--- config.mk ---
export PLATFORM = sky130hd
export DESIGN_NAME = integer_to_ascii_formatter_flat
export DESIGN_NICKNAME = d
export VERILOG_FILES = /design/src/design/itoa_pkg.sv /design/src/design/itoa_if.sv /design/src/design/integer_to_ascii_formatter.sv /design/src/design/itoa_digits.sv /design/src/flat_wrapper.sv
export SDC_FILE = /design/constraint.sdc
export NUM_CORES = 1
export LEC_CHECK = 0
export BUFFER_PORTS_ARGS = -buffer_cell sky130_fd_sc_hd__clkbuf_2
export CORE_ASPECT_RATIO = 0.5
export CORE_UTILIZATION = 35
export CTS_CLUSTER_DIAMETER = 60
export CTS_CLUSTER_SIZE = 30
export DETAILED_ROUTE_END_ITERATION = 8
export GPL_TIMING_DRIVEN = 0
export SYNTH_ARGS = -nofsm -noshare
export SYNTH_HDL_FRONTEND = slang
export SYNTH_HIERARCHICAL = 1
export SYNTH_SLANG_ARGS = --single-unit
--- constraint.sdc ---
create_clock -name i_clk -period 12.6 [get_ports i_clk]
set_input_delay 2.52 -clock i_clk [delete_from_list [all_inputs] [get_ports i_clk]]
set_output_delay 2.52 -clock i_clk [all_outputs]
set_load 0.005 [all_outputs]
--- src/design/itoa_pkg.sv ---
// itoa_pkg: shared constants, codes and types of the integer to ascii formatter
// depends on nothing; used by itoa_if.sv, itoa_digits.sv and the top level
package itoa_pkg;

    // field limits
    localparam int MAX_FIELD_WIDTH = 63;
    localparam int CNT_W           = $clog2(MAX_FIELD_WIDTH + 1);
    localparam int VAL_W           = 32;
    localparam int ND_W            = 6;           // digit count, up to 32
    localparam int BCD_DIGITS      = 10;
    localparam int DIG_W           = 4 * BCD_DIGITS;
    localparam int DABBLE_STEPS    = VAL_W;
    localparam int CNT_STEP_W      = $clog2(DABBLE_STEPS + 1);

    // conversion commands
    localparam logic [3:0] CMD_HEX_UP  = 4'd0;
    localparam logic [3:0] CMD_HEX_LO  = 4'd1;
    localparam logic [3:0] CMD_BIN     = 4'd2;
    localparam logic [3:0] CMD_PTR_UP  = 4'd3;
    localparam logic [3:0] CMD_PTR_LO  = 4'd4;
    localparam logic [3:0] CMD_REG     = 4'd5;
    localparam logic [3:0] CMD_SDEC    = 4'd6;
    localparam logic [3:0] CMD_UDEC    = 4'd7;
    localparam logic [3:0] CMD_CHAR    = 4'd8;

    // digit radix codes
    localparam logic [1:0] BASE_BIN = 2'd0;
    localparam logic [1:0] BASE_HEX = 2'd1;
    localparam logic [1:0] BASE_DEC = 2'd2;

    // fixed widths of pointer and register forms
    localparam logic [CNT_W-1:0] PTR_WIDTH = CNT_W'(10);
    localparam logic [CNT_W-1:0] REG_WIDTH = CNT_W'(34);

    // ascii codes
    localparam logic [7:0] CH_SPACE = 8'h20;
    localparam logic [7:0] CH_ZERO  = 8'h30;
    localparam logic [7:0] CH_PLUS  = 8'h2B;
    localparam logic [7:0] CH_MINUS = 8'h2D;
    localparam logic [7:0] CH_X     = 8'h78;
    localparam logic [7:0] CH_B     = 8'h62;
    localparam logic [7:0] CASE_BIT = 8'h20;

    // request from the sequencer to the digit unit
    typedef struct packed {
        logic             start;
        logic             pop;
        logic [1:0]       base;
        logic [VAL_W-1:0] mag;
    } t_dig_req;

    // status from the digit unit
    typedef struct packed {
        logic            done;
        logic [ND_W-1:0] nd;
        logic [3:0]      digit;
    } t_dig_stat;

    // digit value to upper-case ascii
    function automatic logic [7:0] hex_char(input logic [3:0] d);
        logic [7:0] c;
        case (d)
            4'd0:    c = 8'h30;
            4'd1:    c = 8'h31;
            4'd2:    c = 8'h32;
            4'd3:    c = 8'h33;
            4'd4:    c = 8'h34;
            4'd5:    c = 8'h35;
            4'd6:    c = 8'h36;
            4'd7:    c = 8'h37;
            4'd8:    c = 8'h38;
            4'd9:    c = 8'h39;
            4'd10:   c = 8'h41;
            4'd11:   c = 8'h42;
            4'd12:   c = 8'h43;
            4'd13:   c = 8'h44;
            4'd14:   c = 8'h45;
            default: c = 8'h46;
        endcase
        return c;
    endfunction

endpackage

--- src/design/itoa_if.sv ---
// itoa_if: valid/ready channel interfaces for input items and output characters
// depends on itoa_pkg
interface itoa_in_if import itoa_pkg::*; ();
    logic             valid;
    logic             ready;
    logic [3:0]       command;
    logic [VAL_W-1:0] value;
    logic             left_justify;
    logic             force_plus;
    logic             space_sign;
    logic             zero_pad;
    logic             has_width;
    logic [5:0]       field_width;

    modport source (
        output valid, command, value, left_justify, force_plus, space_sign,
               zero_pad, has_width, field_width,
        input  ready
    );
    modport sink (
        input  valid, command, value, left_justify, force_plus, space_sign,
               zero_pad, has_width, field_width,
        output ready
    );
endinterface

interface itoa_out_if ();
    logic       valid;
    logic       ready;
    logic [7:0] character;
    logic       last;

    modport source (output valid, character, last, input ready);
    modport sink   (input valid, character, last, output ready);
endinterface

--- src/design/integer_to_ascii_formatter.sv ---
// integer_to_ascii_formatter: printf-style integer conversion with padding
// depends on itoa_pkg, itoa_if (channels) and itoa_digits (digit unit)
//
//   channel  | dir | payload                                        | handshake
//   ---------+-----+------------------------------------------------+------------
//   i_in     | in  | command value flags has_width field_width      | valid/ready
//   o_out    | out | character last                                 | valid/ready
//
// one item at a time; i_in.ready is high only while the sequencer is idle
// per item: a load, 32 shift-add steps for decimal, up to 31 (binary), 7 (hex)
//   or 9 (decimal) leading zero strip steps, a leading digit check, a hand-over,
//   then one character per cycle through the output register while o_out is ready
// a character command skips the digit unit; undefined commands are dropped
// reset is synchronous active low; o_out stalls hold the sequencer in place
module integer_to_ascii_formatter import itoa_pkg::*; (
    input  logic       i_clk,
    input  logic       i_rst_n,
    itoa_in_if.sink    i_in,
    itoa_out_if.source o_out
);

    localparam logic [3:0] S_IDLE = 4'd0;
    localparam logic [3:0] S_CONV = 4'd1;
    localparam logic [3:0] S_SIGN = 4'd2;
    localparam logic [3:0] S_PFX0 = 4'd3;
    localparam logic [3:0] S_PFX1 = 4'd4;
    localparam logic [3:0] S_PADL = 4'd5;
    localparam logic [3:0] S_DIG  = 4'd6;
    localparam logic [3:0] S_PADR = 4'd7;
    localparam logic [3:0] S_CHAR = 4'd8;

    logic [3:0]       r_state, n_state;
    logic [7:0]       r_sign, n_sign;
    logic             r_pfx, n_pfx;
    logic [7:0]       r_pfx_ch, n_pfx_ch;
    logic [7:0]       r_lower, n_lower;
    logic             r_left, n_left;
    logic             r_zpad, n_zpad;
    logic [CNT_W-1:0] r_width, n_width;
    logic [CNT_W-1:0] r_pad, n_pad;
    logic [7:0]       r_char, n_char;
    logic             r_ovalid, n_ovalid;
    logic [7:0]       r_ochar, n_ochar;
    logic             r_olast, n_olast;

    t_dig_req   dig_req;
    t_dig_stat  dig_stat;
    logic       adv;
    logic       emit;
    logic [7:0] e_char;
    logic [3:0] e_next;
    logic [3:0] after_sign, after_pfx, after_dig;
    logic [CNT_W-1:0] used;
    logic [CNT_W-1:0] pad_calc;
    logic [CNT_W-1:0] req_width;
    logic [VAL_W-1:0] mag;

    itoa_digits u_digits (
        .i_clk   (i_clk),
        .i_rst_n (i_rst_n),
        .i_req   (dig_req),
        .o_stat  (dig_stat)
    );

    // output slot can take a character
    assign adv = !r_ovalid || o_out.ready;

    // requested width, clamped
    always_comb begin
        if (!i_in.has_width) begin
            req_width = '0;
        end else if (CNT_W'(i_in.field_width) > CNT_W'(MAX_FIELD_WIDTH)) begin
            req_width = CNT_W'(MAX_FIELD_WIDTH);
        end else begin
            req_width = CNT_W'(i_in.field_width);
        end
    end

    // magnitude for the digit unit
    always_comb begin
        if (i_in.command == CMD_SDEC && i_in.value[VAL_W-1]) begin
            mag = VAL_W'(0) - i_in.value;
        end else begin
            mag = i_in.value;
        end
    end

    // padding from the final digit count
    always_comb begin
        used = CNT_W'(dig_stat.nd) + (r_pfx ? CNT_W'(2) : CNT_W'(0))
             + ((r_sign != 8'h00) ? CNT_W'(1) : CNT_W'(0));
        pad_calc = (r_width > used) ? (r_width - used) : CNT_W'(0);
    end

    // order of the output sections
    always_comb begin
        after_pfx  = (!r_left && r_pad != '0) ? S_PADL : S_DIG;
        after_sign = r_pfx ? S_PFX0 : after_pfx;
        after_dig  = (r_left && r_pad != '0) ? S_PADR : S_IDLE;
    end

    // character and follow-on state of the current section
    always_comb begin
        emit   = 1'b1;
        e_char = 8'h00;
        e_next = r_state;
        case (r_state)
            S_SIGN: begin
                e_char = r_sign;
                e_next = after_sign;
            end
            S_PFX0: begin
                e_char = CH_ZERO;
                e_next = S_PFX1;
            end
            S_PFX1: begin
                e_char = r_pfx_ch;
                e_next = after_pfx;
            end
            S_PADL: begin
                e_char = r_zpad ? CH_ZERO : CH_SPACE;
                e_next = (r_pad == CNT_W'(1)) ? S_DIG : S_PADL;
            end
            S_DIG: begin
                e_char = hex_char(dig_stat.digit) | r_lower;
                e_next = (dig_stat.nd == ND_W'(1)) ? after_dig : S_DIG;
            end
            S_PADR: begin
                e_char = r_zpad ? CH_ZERO : CH_SPACE;
                e_next = (r_pad == CNT_W'(1)) ? S_IDLE : S_PADR;
            end
            S_CHAR: begin
                e_char = r_char;
                e_next = S_IDLE;
            end
            default: emit = 1'b0;
        endcase
    end

    // sequencer
    always_comb begin
        n_state  = r_state;
        n_sign   = r_sign;
        n_pfx    = r_pfx;
        n_pfx_ch = r_pfx_ch;
        n_lower  = r_lower;
        n_left   = r_left;
        n_zpad   = r_zpad;
        n_width  = r_width;
        n_pad    = r_pad;
        n_char   = r_char;
        n_ovalid = r_ovalid && !o_out.ready;
        n_ochar  = r_ochar;
        n_olast  = r_olast;
        dig_req.start = 1'b0;
        dig_req.pop   = 1'b0;
        dig_req.base  = BASE_DEC;
        dig_req.mag   = mag;

        case (i_in.command)
            CMD_BIN, CMD_REG: dig_req.base = BASE_BIN;
            CMD_HEX_UP, CMD_HEX_LO, CMD_PTR_UP, CMD_PTR_LO: dig_req.base = BASE_HEX;
            default: dig_req.base = BASE_DEC;
        endcase

        case (r_state)
            S_IDLE: begin
                if (i_in.valid) begin
                    n_sign   = 8'h00;
                    n_pfx    = 1'b0;
                    n_pfx_ch = CH_X;
                    n_lower  = 8'h00;
                    n_left   = i_in.left_justify;
                    n_zpad   = i_in.zero_pad;
                    n_width  = req_width;
                    n_char   = i_in.value[7:0];
                    n_state  = S_CONV;
                    dig_req.start = 1'b1;
                    case (i_in.command)
                        CMD_HEX_UP: n_pfx = 1'b1;
                        CMD_HEX_LO: begin
                            n_pfx   = 1'b1;
                            n_lower = CASE_BIT;
                        end
                        CMD_BIN: begin
                            n_pfx    = 1'b1;
                            n_pfx_ch = CH_B;
                        end
                        CMD_PTR_UP, CMD_PTR_LO: begin
                            n_pfx   = 1'b1;
                            n_width = PTR_WIDTH;
                            n_zpad  = 1'b1;
                            n_lower = (i_in.command == CMD_PTR_LO) ? CASE_BIT : 8'h00;
                        end
                        CMD_REG: begin
                            n_pfx    = 1'b1;
                            n_pfx_ch = CH_B;
                            n_width  = REG_WIDTH;
                            n_zpad   = 1'b1;
                        end
                        CMD_SDEC: begin
                            if (i_in.value[VAL_W-1]) begin
                                n_sign = CH_MINUS;
                            end else if (i_in.force_plus) begin
                                n_sign = CH_PLUS;
                            end else if (i_in.space_sign) begin
                                n_sign = CH_SPACE;
                            end
                        end
                        CMD_UDEC: n_sign = 8'h00;
                        CMD_CHAR: begin
                            dig_req.start = 1'b0;
                            n_state       = S_CHAR;
                        end
                        default: begin
                            dig_req.start = 1'b0;
                            n_state       = S_IDLE;
                        end
                    endcase
                end
            end
            S_CONV: begin
                if (dig_stat.done) begin
                    n_pad = pad_calc;
                    if (r_sign != 8'h00) begin
                        n_state = S_SIGN;
                    end else if (r_pfx) begin
                        n_state = S_PFX0;
                    end else if (!r_left && pad_calc != '0) begin
                        n_state = S_PADL;
                    end else begin
                        n_state = S_DIG;
                    end
                end
            end
            default: begin
                // one character into the output register
                if (emit && adv) begin
                    n_ovalid = 1'b1;
                    n_ochar  = e_char;
                    n_olast  = (e_next == S_IDLE);
                    n_state  = e_next;
                    if (r_state == S_DIG) begin
                        dig_req.pop = 1'b1;
                    end
                    if (r_state == S_PADL || r_state == S_PADR) begin
                        n_pad = r_pad - CNT_W'(1);
                    end
                end
            end
        endcase
    end

    always_ff @(posedge i_clk) begin
        if (!i_rst_n) begin
            r_state  <= S_IDLE;
            r_ovalid <= 1'b0;
        end else begin
            r_state  <= n_state;
            r_ovalid <= n_ovalid;
        end
        r_sign   <= n_sign;
        r_pfx    <= n_pfx;
        r_pfx_ch <= n_pfx_ch;
        r_lower  <= n_lower;
        r_left   <= n_left;
        r_zpad   <= n_zpad;
        r_width  <= n_width;
        r_pad    <= n_pad;
        r_char   <= n_char;
        r_ochar  <= n_ochar;
        r_olast  <= n_olast;
    end

    assign i_in.ready      = (r_state == S_IDLE);
    assign o_out.valid     = r_ovalid;
    assign o_out.character = r_ochar;
    assign o_out.last      = r_olast;

endmodule

--- src/design/itoa_digits.sv ---
// itoa_digits: shared shift unit that forms the digits of a magnitude
// binary to bcd by shift-and-add-3 for decimal, leading zero strip, then digit pop
// depends on itoa_pkg
module itoa_digits import itoa_pkg::*; (
    input  logic      i_clk,
    input  logic      i_rst_n,
    input  t_dig_req  i_req,
    output t_dig_stat o_stat
);

    localparam logic [1:0] ST_IDLE   = 2'd0;
    localparam logic [1:0] ST_DABBLE = 2'd1;
    localparam logic [1:0] ST_NORM   = 2'd2;
    localparam logic [1:0] ST_HOLD   = 2'd3;

    logic [1:0]            r_state, n_state;
    logic [1:0]            r_base, n_base;
    logic [DIG_W-1:0]      r_dig, n_dig;
    logic [VAL_W-1:0]      r_bin, n_bin;
    logic [ND_W-1:0]       r_nd, n_nd;
    logic [CNT_STEP_W-1:0] r_cnt, n_cnt;
    logic [3:0]            top_digit;
    logic [DIG_W-1:0]      dig_shift;
    logic [DIG_W-1:0]      bcd_adj;

    // most significant digit for the current radix
    always_comb begin
        case (r_base)
            BASE_BIN: top_digit = {3'b000, r_dig[VAL_W-1]};
            BASE_HEX: top_digit = r_dig[VAL_W-1 -: 4];
            default:  top_digit = r_dig[DIG_W-1 -: 4];
        endcase
    end

    // one digit left
    always_comb begin
        if (r_base == BASE_BIN) begin
            dig_shift = {r_dig[DIG_W-2:0], 1'b0};
        end else begin
            dig_shift = {r_dig[DIG_W-5:0], 4'b0000};
        end
    end

    // add 3 to each bcd digit of 5 or more
    always_comb begin
        for (int k = 0; k < BCD_DIGITS; k++) begin
            if (r_dig[4*k +: 4] >= 4'd5) begin
                bcd_adj[4*k +: 4] = r_dig[4*k +: 4] + 4'd3;
            end else begin
                bcd_adj[4*k +: 4] = r_dig[4*k +: 4];
            end
        end
    end

    // sequencer
    always_comb begin
        n_state = r_state;
        n_base  = r_base;
        n_dig   = r_dig;
        n_bin   = r_bin;
        n_nd    = r_nd;
        n_cnt   = r_cnt;
        case (r_state)
            ST_IDLE: begin
                if (i_req.start) begin
                    n_base = i_req.base;
                    if (i_req.base == BASE_DEC) begin
                        n_dig   = '0;
                        n_bin   = i_req.mag;
                        n_cnt   = CNT_STEP_W'(DABBLE_STEPS);
                        n_state = ST_DABBLE;
                    end else begin
                        n_dig   = {(DIG_W-VAL_W)'(0), i_req.mag};
                        n_nd    = (i_req.base == BASE_BIN) ? ND_W'(VAL_W) : ND_W'(VAL_W / 4);
                        n_state = ST_NORM;
                    end
                end
            end
            ST_DABBLE: begin
                n_dig = {bcd_adj[DIG_W-2:0], r_bin[VAL_W-1]};
                n_bin = {r_bin[VAL_W-2:0], 1'b0};
                n_cnt = r_cnt - CNT_STEP_W'(1);
                if (r_cnt == CNT_STEP_W'(1)) begin
                    n_nd    = ND_W'(BCD_DIGITS);
                    n_state = ST_NORM;
                end
            end
            ST_NORM: begin
                if (top_digit == 4'd0 && r_nd > ND_W'(1)) begin
                    n_dig = dig_shift;
                    n_nd  = r_nd - ND_W'(1);
                end else begin
                    n_state = ST_HOLD;
                end
            end
            ST_HOLD: begin
                if (i_req.pop) begin
                    n_dig = dig_shift;
                    n_nd  = r_nd - ND_W'(1);
                    if (r_nd == ND_W'(1)) begin
                        n_state = ST_IDLE;
                    end
                end
            end
            default: n_state = ST_IDLE;
        endcase
    end

    always_ff @(posedge i_clk) begin
        if (!i_rst_n) begin
            r_state <= ST_IDLE;
        end else begin
            r_state <= n_state;
        end
        r_base <= n_base;
        r_dig  <= n_dig;
        r_bin  <= n_bin;
        r_nd   <= n_nd;
        r_cnt  <= n_cnt;
    end

    assign o_stat.done  = (r_state == ST_HOLD);
    assign o_stat.nd    = r_nd;
    assign o_stat.digit = top_digit;

endmodule
--- src/flat_wrapper.sv ---
// flat-port wrapper written by rule: the top's interface ports become plain ports
module integer_to_ascii_formatter_flat import itoa_pkg::*;
  (i_clk, i_rst_n, i_in_valid, i_in_command, i_in_value, i_in_left_justify, i_in_force_plus, i_in_space_sign, i_in_zero_pad, i_in_has_width, i_in_field_width, i_in_ready, o_out_valid, o_out_character, o_out_last, o_out_ready);
  itoa_in_if i_in_i ();
  itoa_out_if o_out_i ();
  input  logic i_clk;
  input  logic i_rst_n;
  input wire logic [$bits(i_in_i.valid)-1:0] i_in_valid;
  input wire logic [$bits(i_in_i.command)-1:0] i_in_command;
  input wire logic [$bits(i_in_i.value)-1:0] i_in_value;
  input wire logic [$bits(i_in_i.left_justify)-1:0] i_in_left_justify;
  input wire logic [$bits(i_in_i.force_plus)-1:0] i_in_force_plus;
  input wire logic [$bits(i_in_i.space_sign)-1:0] i_in_space_sign;
  input wire logic [$bits(i_in_i.zero_pad)-1:0] i_in_zero_pad;
  input wire logic [$bits(i_in_i.has_width)-1:0] i_in_has_width;
  input wire logic [$bits(i_in_i.field_width)-1:0] i_in_field_width;
  output wire logic [$bits(i_in_i.ready)-1:0] i_in_ready;
  output wire logic [$bits(o_out_i.valid)-1:0] o_out_valid;
  output wire logic [$bits(o_out_i.character)-1:0] o_out_character;
  output wire logic [$bits(o_out_i.last)-1:0] o_out_last;
  input wire logic [$bits(o_out_i.ready)-1:0] o_out_ready;
  assign i_in_i.valid = i_in_valid;
  assign i_in_i.command = i_in_command;
  assign i_in_i.value = i_in_value;
  assign i_in_i.left_justify = i_in_left_justify;
  assign i_in_i.force_plus = i_in_force_plus;
  assign i_in_i.space_sign = i_in_space_sign;
  assign i_in_i.zero_pad = i_in_zero_pad;
  assign i_in_i.has_width = i_in_has_width;
  assign i_in_i.field_width = i_in_field_width;
  assign i_in_ready = i_in_i.ready;
  assign o_out_valid = o_out_i.valid;
  assign o_out_character = o_out_i.character;
  assign o_out_last = o_out_i.last;
  assign o_out_i.ready = o_out_ready;
  integer_to_ascii_formatter u_core (.i_clk(i_clk), .i_rst_n(i_rst_n), .i_in(i_in_i), .o_out(o_out_i));
endmodule
# == Yosys cells after proc, flatten, opt, wreduce, memory -nomap -nowiden ==
# Memory sizes are Yosys's and may differ from the RTL's.
# Index checks and enable logic that the tools add are counted.
# word_totals
ff_bits,149
latch_bits,0
ram_bits,0
romBits,112
output_inout_bits,11
wordCells,219
n_memories,1
# mem_list
name,words,width,rd,rd_clocked_by_memory_dff,write_ports,line,source
(name not given),16,7,1,0,0,itoa_pkg.sv:62,case (d)
# classes
add_sub_neg,17
mul,0
div_mod_pow,0
magnitude_cmp,13
n_eq_ne,34
shift,0
muxes,83
bitwise,4
reduce_logical,46
# op_table
operator,n
$mux W40,4
$pmux W40 S4,1
$mux W32,4
$mux W6,18
$mux W4,16
$pmux W32 S2,1
$pmux W8 S6,1
$ge A4 B3 Y1 const B,10
$add A4 B2 Y4 const B,9
$pmux W6 S2,3
$eq A4 B3 Y1 const B,8
$sub A1 B32 Y32 const A,1
$pmux W4 S7,1
$pmux W4 S2,3
$pmux W6 S4,1
$mux W2,10
$eq A6 B1 Y1 const B,3
$sub A6 B1 Y6 const B,3
$eq A4 B2 Y1 const B,4
$logic_not A4 Y1,4
$pmux W8 S2,1
$ne A2 B2 Y1 const B,7
$add A6 B6 Y6,2
$reduce_bool A6 Y1,2
other kinds (35),80

# == Depth between registers and ports, before layout ==
# depth
word_depth,12
ltp_mapped,14

# == Cells and area by module ==
# Netlist, hierarchy kept.
# by_module_without_submodules
mod,n_inst,cells_per_inst,area_each_um2
itoa_digits,1,555,5422.7
integer_to_ascii_formatter,1,397,3534.6

# == Worst setup path after synthesis ==
# Ideal clock, no wire load.
# synth_timing
path_type,input to register
from,in i_in_command[1]
to,reg u_core.u_digits.r_bin[0] (enable)
t_arrival_ps,5905
required_time_ps,12114
path_slack_ps,6209
cell_stages,6
path_buffers,1
path_cell_list,clkbuf_1 > nand2b_1 > nand2_1 > nor2_1 > nand2b_1 > o21ai_0
# synth_rtl
item,line,source
from (decl),flat_wrapper.sv:9,input wire logic [$bits(i_in_i.command)-1:0] i_in_command;
to (signal assigned),itoa_digits.sv:117,r_bin <= n_bin;
to (decl),itoa_digits.sv:19,"logic [VAL_W-1:0] r_bin, n_bin;"

==> metrics.md <==
| Metric | Value |
|---|---|
| TritonCTS clock tree | done |
| Resize count post-CTS | 0 |
| CP startpoint | i_in_command[2] |
| Met3 WL | 1.31 mm |
| GP Congestion | 0.889 |
| Total design power | 2.39 mW |
| Max-Slew Margin vs Limit | 0.364 |
| Final period util | 0.374 |
| Fin util | 0.421 |
| Post-DP HPWL | 17.3 mm |
| Met2 WL post-DR | 10.5 mm |
| Setup TNS | 0 ns |
| Worst R2R Start | u_core/r_sign[3] |
| Maxcap violations | 0 |
| Worst Skew | 0.0112 ns |
| Synth Cell Area | 8960 sq um |
| DP Worst Slack | 7.50 ns |
| Most frequent cells in the layout | 125 x edfxtp_1, 122 x nand2_1, 119 x a21oi_1 |
| Total Wirelength | 23.8 mm |
| Crit Path Max Fanout | 10 |
| Post-synth top area share | 0.419 |
| PortBufs | 59 |
| Outcome | finished, final reports clean |
| Startpoint types | input pin |
| Core area | 24,600 sq um |
| Setup crit end | u_core/u_digits/r_dig[14] |
| Clock buffer depth | 2 |
| Clock sink total | 132 |
| Number of global-route vias before repair | 7,108 |
| Pleak | 3.83 nW |
| Hold_buf cts | 0 |
| Starting DRC count in detailed routing | 659 |
| Avg Cell Area, Syn | 9.41 sq um |
| First-pass GRT wire length | 38.1 mm |
| Commonest non-fill, non-tap cell in the layout | edfxtp_1 |
| Hold Path Class | flip-flop to flip-flop |
| Worst EP required | 12.75 ns |
| Max stage delay on crit path | 0.42 ns |
| Ys flop type | edfxtp_1 |
| Maximum vdd drop | 0.124 mV |
| Routed via count | 7,457 |
| EDFF count, synth | 125 |
| YS warnings | 6 |
| Post-Layout Cell Count | 1,382 |
| FF-to-FF setup slack | 8.78 ns |
| Clock transition at path regs | 0.06 ns |
| Placed cells | 1,350 |
| Critical setup path kind | input pin to flip-flop |
| Fin worst setup slack | 7.89 ns |
| Die Ht | 115 microns |
| Clk root buf | clkbuf_16 |
| Minimum clock period | 4.71 ns |
| #FFs+latches synth | 132 |
| Pin count of the biggest net entering global routing | 25 |
| Critical-path cell list | clkbuf_1 > nand2b_1 > nor2_1 > nand2_1 > inv_1 > clkbuf_1 > o41ai_1 > xnor2_1 > a21oi_1 > o21ai_0 |
| Fill count | 2,379 |
| WL/cell | 17.2 microns |
| Post-DP Area | 9760 sq um |
| Path depth of the worst reg2reg path | 14 |
| Worst Path Arrival | 4.86 ns |
| Async set-reset flop share out of synthesis | 0 |
| Multi-input gate area | 4690 sq um |
| Synth Net Count | 1,046 |
| Vias/cell | 5.40 |
| H-tree depth | 4 |
| Top sig layer | met4 |
| Setup repair after global routing missed its margin | no |
| Final ANT Viol Nets | 0 |
| Top-Level Pins | 62 |
| Layout Nets | 1,127 |
| Hold Slack | 0.522 ns |
| Initial antenna violation count | 0 |
| Rows | 40 |
| Final setup violation count | 0 |
| Die ar. | 26,300 sq um |
| Num CTS Buffers | 17 |
| Die width | 228 microns |
| Min-delay src | u_core/r_char[7] |
| Cell taking the most area after synthesis | edfxtp_1 |
| Crit end category | flip-flop |
| Met1 wire length | 11.6 mm |
| Leading post-synthesis cells by cell area | edfxtp_1 42%, a21oi_1 6.6%, ha_1 5.7% |
| WHS Path Cells | 1 |
| PD cells | 231 nW/um^2 |
| Drt pass-1 iters | 5 |
| Final Hold Violating Endpoints | 0 |
| Reg-to-Reg End | u_core/r_state[1] |
| Cell mode on critical path | clkbuf_1 |
| Post-CTS setup buffer count | 0 |
| Post-synthesis sequential area ratio | 0.435 |
| Post-synthesis instance total | 952 |
| Fin. max-slew vios | 0 |
| Synth cell types | 71 |
| FMAX | 212 MHz |
| Total gr overflow | 0 |
| P&R area growth vs syn | 15.6% |
| Tot GR Track Use | 0.187 |
| Layout cell share with drive strength beyond 1 | 0.140 |
| Initial Util | 0.365 |
| Slew @ Worst Pin | 0.947 ns |
| Diodes inserted | 0 |
| Design area | 10,400 sq um |
| Clk_lat worst skew | 0.44 ns |
| DRC Markers | 0 |
| Slowest CP cell | clkbuf_1 |
| Register area | 3890 sq um |
## layer usage
metal | GRT usage | vias to the layer above
li1 | - | 3622
met1 | 0.260 | 3584
met2 | 0.291 | 227
met3 | 0.0399 | 24
met4 | 0.0644 | 0
met5 | 0 | -
## synthesized netlist by cell type (3+ instances only)
master      n
xor2_1     26
nand4_1     4
mux2_2     31
o32ai_1     3
xnor2_1    35
nand2b_1   22
a221o_1     4
clkbuf_1   38
ha_1       41
mux2i_1     8
o31a_1      3
a21oi_1   119
o2111a_1    3
and2_1      9
or2_2       5
a22oi_1     4
nor2_1     56
o22ai_1     6
o31ai_1    15
a311oi_1    4
edfxtp_1  125
o21a_1      5
a31oi_1     7
a211oi_1    3
o211ai_1    4
or4_1       4
nand3_1     6
nand2_1   122
or3_1       9
o21ai_0    70
o21ai_1     3
inv_1      56
nor3_1     17
a21o_1      6
nor3b_1    14
dfxtp_1     7
nor2b_1    12
## registers in the layout, summed over array words and instances, names as in the netlist
| name | count |
|---|---|
| u_core/o_out.character | 8 |
| u_core/u_digits/r_cnt | 6 |
| u_core/r_pfx_ch | 2 |
| u_core/r_state | 4 |
| u_core/u_digits/r_dig | 40 |
| u_core/r_pad | 6 |
| u_core/r_lower | 1 |
| u_core/r_zpad | 1 |
| u_core/o_out.last | 1 |
| u_core/o_out.valid | 1 |
| u_core/r_pfx | 1 |
| u_core/u_digits/r_state | 2 |
| u_core/r_sign | 4 |
| u_core/u_digits/r_base | 2 |
| u_core/u_digits/r_bin | 32 |
| u_core/r_left | 1 |
| u_core/r_char | 8 |
| u_core/r_width | 6 |
| u_core/u_digits/r_nd | 6 |
## worst min path at each step
stage | slack, ns | end
after floorplan | 0.48 | u_core/u_digits/r_state[0]
after global placement | 0.50 | u_core/o_out.character[7]
after detailed placement | 0.51 | u_core/o_out.character[7]
after CTS | 0.52 | u_core/o_out.character[7]
after global routing | 0.54 | u_core/o_out.character[7]
final | 0.52 | u_core/o_out.character[7]
## critical path, delay by kind of cell
kind	cells	cell delay, ns
buffers and inverters	3	0.86
AOI/OAI and AO/OA	3	0.48
and+or+nand+nor	3	0.79
xor gates and xnor gates	1	0.20
## kinds of logic after synthesis
logic type / count (synthesis) / share of synthesized area
compound gates: 276 / 0.183
xor+xnor: 61 / 0.0596
fa+ha+maj: 43 / 0.0617
buf+inv: 100 / 0.0443
flops: 132 / 0.435
mux: 39 / 0.0479
simple gates: 301 / 0.169
## area by class of cell
class                   count  area share
plain buffers              44      0.0180
clock buffers              18      0.0415
clock inverters            14      0.0155
inverters                  56      0.0203
multi-input cells         720       0.453
flip-flops and latches    132       0.376
well taps                 336      0.0406
repair buffers             62      0.0353
## power breakdown
part | switching (mW) | internal (mW)
clock network | 0.198 | 0.309
registers | 0.140 | 0.694
logic | 0.640 | 0.411
total | 0.979 | 1.41
Note: power is estimated with default switching activity, not from simulation.
